<file path="config.mk">
export PLATFORM = sky130hd
export DESIGN_NAME = v3n_isqrt
export DESIGN_NICKNAME = d
export VERILOG_FILES = /design/src/rtl/core/v3n_pkg.sv /design/src/rtl/core/v3n_isqrt.sv
export SDC_FILE = /design/constraint.sdc
export NUM_CORES = 2
export LEC_CHECK = 0
export BUFFER_PORTS_ARGS = -buffer_cell sky130_fd_sc_hd__clkbuf_2
export CAP_MARGIN = 40
export CORE_MARGIN = 8
export CORE_UTILIZATION = 40
export CTS_BUF_LIST = sky130_fd_sc_hd__clkbuf_4 sky130_fd_sc_hd__clkbuf_8
export DETAILED_ROUTE_END_ITERATION = 7
export PLACE_DENSITY = 0.58
export SYNTH_ARGS = -nofsm -noshare
export SYNTH_HDL_FRONTEND = slang
export SYNTH_SLANG_ARGS = --single-unit
</file>
<file path="constraint.sdc">
create_clock -name clock -period 7.2 [get_ports clock]
set_input_delay 0 -clock clock [delete_from_list [all_inputs] [get_ports clock]]
set_output_delay 0 -clock clock [all_outputs]
set_load 0.02 [all_outputs]
</file>
<file path="src/rtl/core/v3n_pkg.sv">
package v3n_pkg;

   localparam int DEF_COMPONENT_BITS = 16;
   localparam int DEF_FRACTION_BITS  = 8;

   localparam int UNIT_W    = 16;
   localparam int UNIT_FRAC = 15;

   localparam logic [UNIT_W-1:0] UNIT_POS_SAT = {1'b0, {(UNIT_W-1){1'b1}}};
   localparam logic [UNIT_W-1:0] UNIT_NEG_SAT = {1'b1, {(UNIT_W-1){1'b0}}};

endpackage

</file>
<file path="src/rtl/core/v3n_isqrt.sv">
module v3n_isqrt #(
   parameter int COMPONENT_BITS = v3n_pkg::DEF_COMPONENT_BITS,
   parameter int FRACTION_BITS  = v3n_pkg::DEF_FRACTION_BITS
) (
   input  logic                                         clock,
   input  logic                                         en,
   input  logic [2*(COMPONENT_BITS+FRACTION_BITS)-1:0]  rad,
   output logic [COMPONENT_BITS+FRACTION_BITS-1:0]      root
);
   import v3n_pkg::*;

   localparam int QW = COMPONENT_BITS + FRACTION_BITS;
   localparam int RW = 2 * QW;
   localparam int MW = QW + 2;

   logic [MW-1:0] rem_ff  [QW];
   logic [QW-1:0] root_ff [QW];
   logic [RW-1:0] rad_ff  [QW];

   for (genvar k = 0; k < QW; k++) begin : g_stage
      logic [MW-1:0] rem_p;
      logic [QW-1:0] root_p;
      logic [RW-1:0] rad_p;
      logic [MW+1:0] cur;
      logic [MW+1:0] trial;
      logic          ge;
      logic [MW-1:0] rem_in;
      logic [QW-1:0] root_in;
      logic [RW-1:0] rad_in;

      if (k == 0) begin : g_first
         assign rem_p  = '0;
         assign root_p = '0;
         assign rad_p  = rad;
      end else begin : g_next
         assign rem_p  = rem_ff[k-1];
         assign root_p = root_ff[k-1];
         assign rad_p  = rad_ff[k-1];
      end

      always_comb begin
         cur     = {rem_p, rad_p[RW-1:RW-2]};
         trial   = {2'b00, root_p, 2'b01};
         ge      = (cur >= trial);
         rem_in  = ge ? MW'(cur - trial) : MW'(cur);
         root_in = {root_p[QW-2:0], ge};
         rad_in  = rad_p << 2;
      end

      always_ff @(posedge clock) begin
         if (en) begin
            rem_ff[k]  <= rem_in;
            root_ff[k] <= root_in;
            rad_ff[k]  <= rad_in;
         end
      end
   end

   assign root = root_ff[QW-1];

endmodule

</file>
==> reports/qor.txt <==
Run status - finished, final reports clean
EDFF count, synth - 1415
Final Instance Count excl. Fillers - 7653
Min Hold Slack - 0.215 ns
Total CTS buffers - 233
Setup bufs post-CTS - 0
Max Fanout on Critical Path - 25
Post-Synthesis Mean Instance Area - 13.2 um^2
RSZ-0062 raised after global routing - false
CTS clock-pin slew for the worst setup and hold paths - 0.06 ns
P_leak - 28.1 nW
Max Cap Violations - 0
Mapped Area - 65000 um^2
CTS tree - yes
WS Path Type - flip-flop to flip-flop
Hold_buf cts - 98
Period minus WS final - 3.98 ns
Flops & latches, synth - 1415
Clock sink count - 1415
Initial Utilization - 40.1%
Vias - 38000
Hold WC Path Type - input pin to flip-flop
Top cells by count, synth - edfxtp_1 (1415), inv_1 (394), nand2_1 (341), ha_1 (326), a21oi_1 (310)
Total negative slack - 0 ns
Fin Clk Skew - 0.0713 ns
Total gr overflow - 0
Placed cells - 7134
H-tree levels - 4
Vias in the first global route - 37400
Max Buffers Root-to-Sink - 3
Setup-failing EPs final - 0
Worst EP required - 7.85 ns
Total wire length - 118000 um
First-pass GRT wire length - 190000 um
Syn. warnings - 0
Die height - 419 um
Layout cells sized above 1 - 10.1%
Via/cell ratio - 4.97
CP endpoint - rem_ff[1][96]$_DFFE_PP_
Pin count of the biggest net entering global routing - 192
Hold Vio Cnt, Final - 0
Final Cell Area - 73700 um^2
Asr flop ratio synth - 0%
Max-slew violations - 0
DP Worst Slack - 3.41 ns
PnR worst setup slack - 3.22 ns
Core area - 162000 um^2
Worst r2r path cells - 10
Most frequent CP cell - nor4_1
Initial DRC count - 2472
PD cells - 288 nW/um^2
Synth top area cells - edfxtp_1 (65%), ha_1 (6.3%), xnor2_1 (3.4%)
Flop-to-flop setup slack - 3.22 ns
Count leader, synth - edfxtp_1
Area share of the largest cell type after synthesis - 65.4%
Worst slew margin - 24.6%
Slowest cell delay on critical path - 0.76 ns
Final ANT Viol Nets - 0
Post-DR wirelength/cell - 15.4 um
NumNets Final - 5669
HPWL after detailed placement - 80500 um
Initial antenna violation count - 2
Area grow syn2layout - 13.4%
Slew @ Worst Pin - 1.13 ns
Crit end category - flip-flop
GRT Overall Usage - 13.1%
Fillers - 14500
# rows - 148
Setup crit start kind - flip-flop
DRC viols - 0
Placed Area - 68200 um^2
Worst R2R End - rem_ff[1][96]$_DFFE_PP_
Drt first pass iters - 7
Dominant cell type by area after synthesis - edfxtp_1
Critical path's slowest cell - nor4_1
FF-to-FF Start - rem_ff[1][63]$_DFFE_PP_
Register area share after synthesis - 65.4%
Max VDD drop - 0.000183 V
Die width - 419 um
Placer Congestion - 0.921
Netlist cell types - 78
FMAX - 0.252 GHz
Post-CTS sizing - 0
Number of port buffers - 73
Crit path DAT - 4.63 ns
Die area - 176000 um^2
Hold path startpoint - en
Critical Path, Cell by Cell - nor4_1 -> nand2b_1 -> nor4_1 -> nand2_1 -> a21oi_1 -> a21boi_0 -> clkinv_1 -> o2111ai_1 -> nor3_1 -> xor2_1
Worst skew pair latency - 0.96 ns
Post-synth top flop - edfxtp_1
Ports - 74
Syn nets - 5306
Clock root cell - clkbuf_8
Worst Setup SP - rem_ff[1][63]$_DFFE_PP_
Mapped Cells - 4930
Util after Layout - 45.5%
Final worst-path cycle share - 55.2%
Total power - 21.2 mW
[cell type report]
| cell class | instances | area (um^2) | share of cell area, % |
|---|---|---|---|
| antenna | 3 | 7.51 | 0.0102 |
| tap | 2175 | 2720 | 3.69 |
| inverter | 395 | 1480 | 2.01 |
| timing repair buffer | 206 | 1730 | 2.35 |
| clock inverter | 119 | 803 | 1.09 |
| clock buffer | 298 | 3690 | 5.01 |
| sequential | 1415 | 42500 | 57.7 |
| multi-input combinational | 3042 | 20800 | 28.2 |
[flip-flops by register name (all words and copies together) (netlist names)]
signal and flops:
rem_ff 563, root_ff 300, rad_ff 552
[placed cells by master, fill, tap and decap left out, types with 53 or more instances in the layout]
master         instances
nor3_1               118
inv_1                394
clkbuf_4              65
xor2_1               210
nor2_1               285
dlygate4sd3_1         98
nand2b_1              53
clkinv_1              65
clkbuf_8             233
o21a_1                55
o21ai_0              242
nor4_1                71
edfxtp_1            1415
nand2_1              341
a21o_1               108
ha_1                 326
a21oi_1              310
clkbuf_2              72
nand3_1               81
nor2b_1               55
xnor2_1              254
or3_1                 58
[critical path: cells and delay by family (launching register included)]
family          cells  cell delay (ns)
buf+inv             1             0.62
simple gates        5             1.55
xor+xnor            1             0.15
flops               1             0.48
compound gates      3             0.89
[kinds of logic (layout without fill, tap and decap cells)]
| family | Yosys count | after routing | synth area share (%) |
|---|---|---|---|
| buffers and inverters | 473 | 1018 | 2.74 |
| and+or+nand+nor | 1269 | 1269 | 9.71 |
| muxes | 45 | 45 | 0.766 |
| AOI/OAI and AO/OA | 937 | 937 | 8.85 |
| xor gates and xnor gates | 464 | 464 | 6.25 |
| DFF | 1415 | 1415 | 65.4 |
| other | 1 | 4 | 0.00577 |
| adders and majority gates | 326 | 326 | 6.28 |
[layer usage]
layer | vias up | part of all wire [%] | GRT usage (%)
li1 | 19000 | - | -
met5 | - | 0 | 0
met4 | 0 | 3.9 | 6.02
met1 | 17900 | 46 | 17.2
met2 | 814 | 45 | 20.9
met3 | 317 | 4.7 | 2.92
[how the worst min path moves through the flow]
stage | slack, ns | to | cells past startpoint
floorplan | 0.1 | rad_ff[0][0]$_DFFE_PP_ | 0
global placement | 0.18 | rad_ff[0][33]$_DFFE_PP_ | 1
detailed placement | 0.18 | rad_ff[0][45]$_DFFE_PP_ | 1
CTS | 0.12 | rad_ff[0][10]$_DFFE_PP_ | 2
global route | 0.12 | rad_ff[0][13]$_DFFE_PP_ | 2
finish | 0.21 | rad_ff[0][10]$_DFFE_PP_ | 2
[power breakdown]
| part | switching [mW] | total, mW | internal, mW |
|---|---|---|---|
| combinational | 2.05 | 3.63 | 1.58 |
| sequential | 0.576 | 10.9 | 10.3 |
| clock | 3.14 | 6.73 | 3.59 |
(Power assumes the default switching activity.)
