## config.mk

```make
export PLATFORM = sky130hd
export DESIGN_NAME = v3n_divider
export DESIGN_NICKNAME = d
export VERILOG_FILES = /design/src/rtl/core/v3n_pkg.sv /design/src/rtl/core/v3n_divider.sv
export SDC_FILE = /design/constraint.sdc
export NUM_CORES = 2
export LEC_CHECK = 0
export ABC_AREA = 1
export BUFFER_PORTS_ARGS = -buffer_cell sky130_fd_sc_hd__buf_2
export CAP_MARGIN = 20
export CORE_MARGIN = 2
export CORE_UTILIZATION = 39
export DETAILED_ROUTE_END_ITERATION = 8
export HOLD_SLACK_MARGIN = 0.06
export PLACE_DENSITY_LB_ADDON = 0.15
export RECOVER_POWER = 100
export REMOVE_ABC_BUFFERS = 1
export SLEW_MARGIN = 10
export SYNTH_ARGS = -nofsm -noshare
export SYNTH_HDL_FRONTEND = slang
export SYNTH_SLANG_ARGS = --single-unit
```

## constraint.sdc

```tcl
create_clock -name clock -period 4.56 [get_ports clock]
set_clock_uncertainty 0.05 [all_clocks]
set_input_delay 0 -clock clock [delete_from_list [all_inputs] [get_ports clock]]
set_output_delay 0 -clock clock [all_outputs]
set_load 0.1 [all_outputs]
```

## src/rtl/core/v3n_pkg.sv

```systemverilog
package v3n_pkg;

   localparam int DEF_COMPONENT_BITS = 16;
   localparam int DEF_FRACTION_BITS  = 8;

   localparam int UNIT_W    = 16;
   localparam int UNIT_FRAC = 15;

   localparam logic [UNIT_W-1:0] UNIT_POS_SAT = {1'b0, {(UNIT_W-1){1'b1}}};
   localparam logic [UNIT_W-1:0] UNIT_NEG_SAT = {1'b1, {(UNIT_W-1){1'b0}}};

endpackage

```

## src/rtl/core/v3n_divider.sv

```systemverilog
module v3n_divider #(
   parameter int COMPONENT_BITS = v3n_pkg::DEF_COMPONENT_BITS,
   parameter int FRACTION_BITS  = v3n_pkg::DEF_FRACTION_BITS
) (
   input  logic                                     clock,
   input  logic                                     en,
   input  logic [COMPONENT_BITS-1:0]                mag,
   input  logic [COMPONENT_BITS+FRACTION_BITS-1:0]  len,
   output logic [v3n_pkg::UNIT_W-1:0]               quot
);
   import v3n_pkg::*;

   localparam int LW = COMPONENT_BITS + FRACTION_BITS;
   localparam int NW = LW + UNIT_FRAC;

   logic [NW-1:0] num;

   logic [LW-1:0]     rem_ff  [UNIT_W];
   logic [LW-1:0]     len_ff  [UNIT_W];
   logic [UNIT_W-1:0] low_ff  [UNIT_W];
   logic [UNIT_W-1:0] quot_ff [UNIT_W];

   assign num = NW'(mag) << (FRACTION_BITS + UNIT_FRAC);

   for (genvar k = 0; k < UNIT_W; k++) begin : g_stage
      logic [LW-1:0]     rem_p;
      logic [LW-1:0]     len_p;
      logic [UNIT_W-1:0] low_p;
      logic [UNIT_W-1:0] quot_p;
      logic [LW:0]       cur;
      logic              ge;
      logic [LW-1:0]     rem_in;

      if (k == 0) begin : g_first
         assign rem_p  = LW'(num[NW-1:UNIT_W]);
         assign len_p  = len;
         assign low_p  = num[UNIT_W-1:0];
         assign quot_p = '0;
      end else begin : g_next
         assign rem_p  = rem_ff[k-1];
         assign len_p  = len_ff[k-1];
         assign low_p  = low_ff[k-1];
         assign quot_p = quot_ff[k-1];
      end

      always_comb begin
         cur    = {rem_p, low_p[UNIT_W-1]};
         ge     = (cur >= {1'b0, len_p});
         rem_in = ge ? LW'(cur - {1'b0, len_p}) : LW'(cur);
      end

      always_ff @(posedge clock) begin
         if (en) begin
            rem_ff[k]  <= rem_in;
            len_ff[k]  <= len_p;
            low_ff[k]  <= low_p << 1;
            quot_ff[k] <= {quot_p[UNIT_W-2:0], ge};
         end
      end
   end

   assign quot = quot_ff[UNIT_W-1];

endmodule

```

==> out/qor.csv <==
metric,value,unit
number of placement rows,143,
Yosys warnings,0,
largest area contributor in the netlist,edfxtp_1,
maximum buffer depth of the clock tree,3,
drt via density,4.94,
standby leakage power,0.0344,uW
"Setup violations, final",0,
startpoint of the worst setup timing path,en,
initial core utilization,39.4,%
mean routed wirelength per cell,18.7,um
sequential cell area,25700,um2
IO Count,58,
total congestion overflow,0,
worst flop-to-flop path startpoint,rem_ff[0][69]$_DFFE_PP_,
combinational power share,49.7,%
worst reg-to-reg setup slack,0.78,ns
H-tree lvl count,3,
number of hold violations in the final report,0,
number of inserted filler cells in the final layout,15600,
CTS Buf Count,98,
Setup crit end,rem_ff[0][30]$_DFFE_PP_,
cell types with the largest area share after synthesis,"edfxtp_1 43%, nand2_1 20%, inv_1 11%",
cell internal pwr,23000,uW
remaining max-slew budget at the tightest pin,-110,%
worst slack at placement,1.20,ns
share of cells above drive strength 1,3.45,%
clock slew at the register clock pins of the worst setup and hold paths,0.06,ns
sequential fraction of design power,31.3,%
Clk network pwr share,19.0,%
Max rail drop VDD,332,uV
share of synthesized area occupied by flip-flops and latches,42.8,%
Max stage delay on crit path,2.01,ns
post-route cell area,66200,um2
area of the multi-input gates,26900,um2
vias,50900,
max-slew violation count,102,
clock latency reported for the late side of the worst-skew pair,0.72,ns
full die area,157000,um2
first-pass detailed-route iteration total,6,
die width,396,um
count of state elements after synthesis,856,
setup fix buffers added after clock tree synthesis,0,
Cell variety after synth,33,
number of instances in the synthesized netlist,8029,
number of buffers added to fix hold violations after cts,66,
critical path endpoint category,flip-flop,
GRT Resource Usage Total,24.4,%
final worst-path setup slack,0.668,ns
number of antenna diodes,0,
largest net degree at the start of global routing,133,
number of cells upsized or downsized after cts,0,
first-pass GRT wire length,294000,um
result of the run,"complete, but fails checks",
power density normalized to cell area,642,nW/um2
vias in the first global route,49000,
Clk Tree Root Cell,clkbuf_16,
number of port buffers,57,
WP depth,3,
total length of routed wires,193000,um
kind of critical path,in -> reg,
mean post-synth cell area,7.47,um2
Post-Route Hold Slack,0.182,ns
initial drt markers,4222,
remaining antenna violation count,0,
highest fanout seen on the critical path,85,
switching component of the power,19500,uW
family with the most delay on the worst path,buffers and inverters,
RSZ-0062 raised after global routing,no,
class of the most critical hold timing path,in -> reg,
Setup Total Neg Slack,0,ns
Post-route DRC,0,
violations in the final reports,"max-capacitance violations, max-slew violations",
Chip Height,396,um
synthesized cell area,60000,um2
switching power as a share of total power,45.9,%
Highest Clock Rate,257,MHz
"Max stage delay cell, worst path",clkbuf_2,
portion of synthesized cell area occupied by the leading cell type,42.8,%
series of cell instances along the critical path,dlygate4sd3_1 > clkbuf_2 > clkbuf_1,
net count reported at finish,8616,
final core occ,43.5,%
Period minus WS final,3.89,ns
area added between synthesis and finish,10.4,%
placement-stage cell area,62500,um2
Maximum Capacitance Violations,2,
"leading cell type in the layout, fill and taps excluded",nand2_1,
arrival time of data at the critical path endpoint,4.13,ns
"commonest cells after routing, fill and taps aside","3172 x nand2_1, 1696 x inv_1, 856 x edfxtp_1",
detailed-placement wirelength estimate,154000,um
Worst-Margin Slew,3.15,ns
CP required,4.80,ns
end of the worst register-to-register path,rem_ff[0][76]$_DFFE_PP_,
number of antenna violations at the first check in global routing,4,
CP Buf/Inv Count,3,
Worst Setup Start Kind,input port,
reg2reg path depth,8,
clock net sink count,856,
fraction of the cycle the final worst path needs,85.3,%
placeable core area,152000,um2
RePlAce Congestion,0.947,
clock tree from TritonCTS,yes,
metrics by stage:
stage	power (uW)	cells
after CTS	42700	10300
after floorplan	27300	7911
after detailed placement	34400	10000
after global placement	34400	10000
after global routing	46100	10300
final	42500	10300
registers in the layout, indices dropped and copies added, names as in the netlist:
| register | count |
|---|---|
| len_ff | 360 |
| rem_ff | 360 |
| quot_ff | 136 |
routing by layer:
metal / vias to the layer above / share of wire (%) / global-route usage (%)
li1: 25600 / - / -
met5: - / 0.010 / 0
met4: 2 / 3.3 / 7.28
met3: 282 / 4.9 / 2.81
met1: 23600 / 45 / 32.5
met2: 1361 / 47 / 41.4
worst register-to-register path, cell delays in order (launching register included):
cell and delay (ns):
edfxtp_1 0.54, ha_1 0.45, nand2_1 0.12, nor3_1 0.27, and2_0 0.32, nand3_2 0.51, nand3_1 1.02, nand2_1 0.23
nand2_1 0.13
cell type report:
type                    count  share of cell area, %
repair buffers            173                   1.98
flip-flops and latches    856                   38.8
clock buffers             113                   3.79
clock inverters            69                   1.16
multi-input cells        5336                   40.7
inverters                1719                   9.75
well taps                2030                   3.84
cell usage after synthesis, drive strengths merged:
| cell type | instances |
|---|---|
| a211oi | 2 |
| a21o | 2 |
| a21oi | 176 |
| and2 | 19 |
| buf | 108 |
| clkbuf | 10 |
| edfxtp | 856 |
| fa | 14 |
| ha | 376 |
| inv | 1719 |
| nand2 | 3172 |
| nand3 | 407 |
| nand3b | 17 |
| nand4 | 441 |
| nor2 | 462 |
| nor3 | 35 |
| nor3b | 15 |
| o21a | 14 |
| o21ai | 15 |
| o21bai | 2 |
| or2 | 5 |
| xnor2 | 17 |
| xor2 | 145 |
power by group through the flow:
stage | clock [uW] | combinational, uW | sequential [uW]
final | 8080 | 21100 | 13300
after global routing | 8620 | 24100 | 13400
after CTS | 8300 | 21100 | 13300
after detailed placement | 0 | 20900 | 13400
after global placement | 0 | 20900 | 13500
after floorplan | 0 | 14900 | 12400
kinds of logic (layout without fill, tap and decap cells):
logic type	count (synthesis)	in the layout	share of synthesized area, %
AND/OR/NAND/NOR	4573	4573	32.3
buffers and inverters	1837	2074	12.0
flip-flops	856	856	42.8
adder cells (fa/ha/maj)	390	390	8.31
AO/OA/AOI/OAI	211	211	2.11
XOR/XNOR	162	162	2.37
worst min-delay path by stage:
stage | from | endpoint | depth (start not counted)
final | mag[5] | rem_ff[0][13]$_DFFE_PP_ | 4
after detailed placement | len[8] | len_ff[0][8]$_DFFE_PP_ | 1
after global routing | mag[11] | rem_ff[0][19]$_DFFE_PP_ | 4
after floorplan | len[0] | len_ff[0][0]$_DFFE_PP_ | 0
after global placement | len[8] | len_ff[0][8]$_DFFE_PP_ | 1
after CTS | mag[5] | rem_ff[0][13]$_DFFE_PP_ | 4
Note: power is estimated with default switching activity, not from simulation.
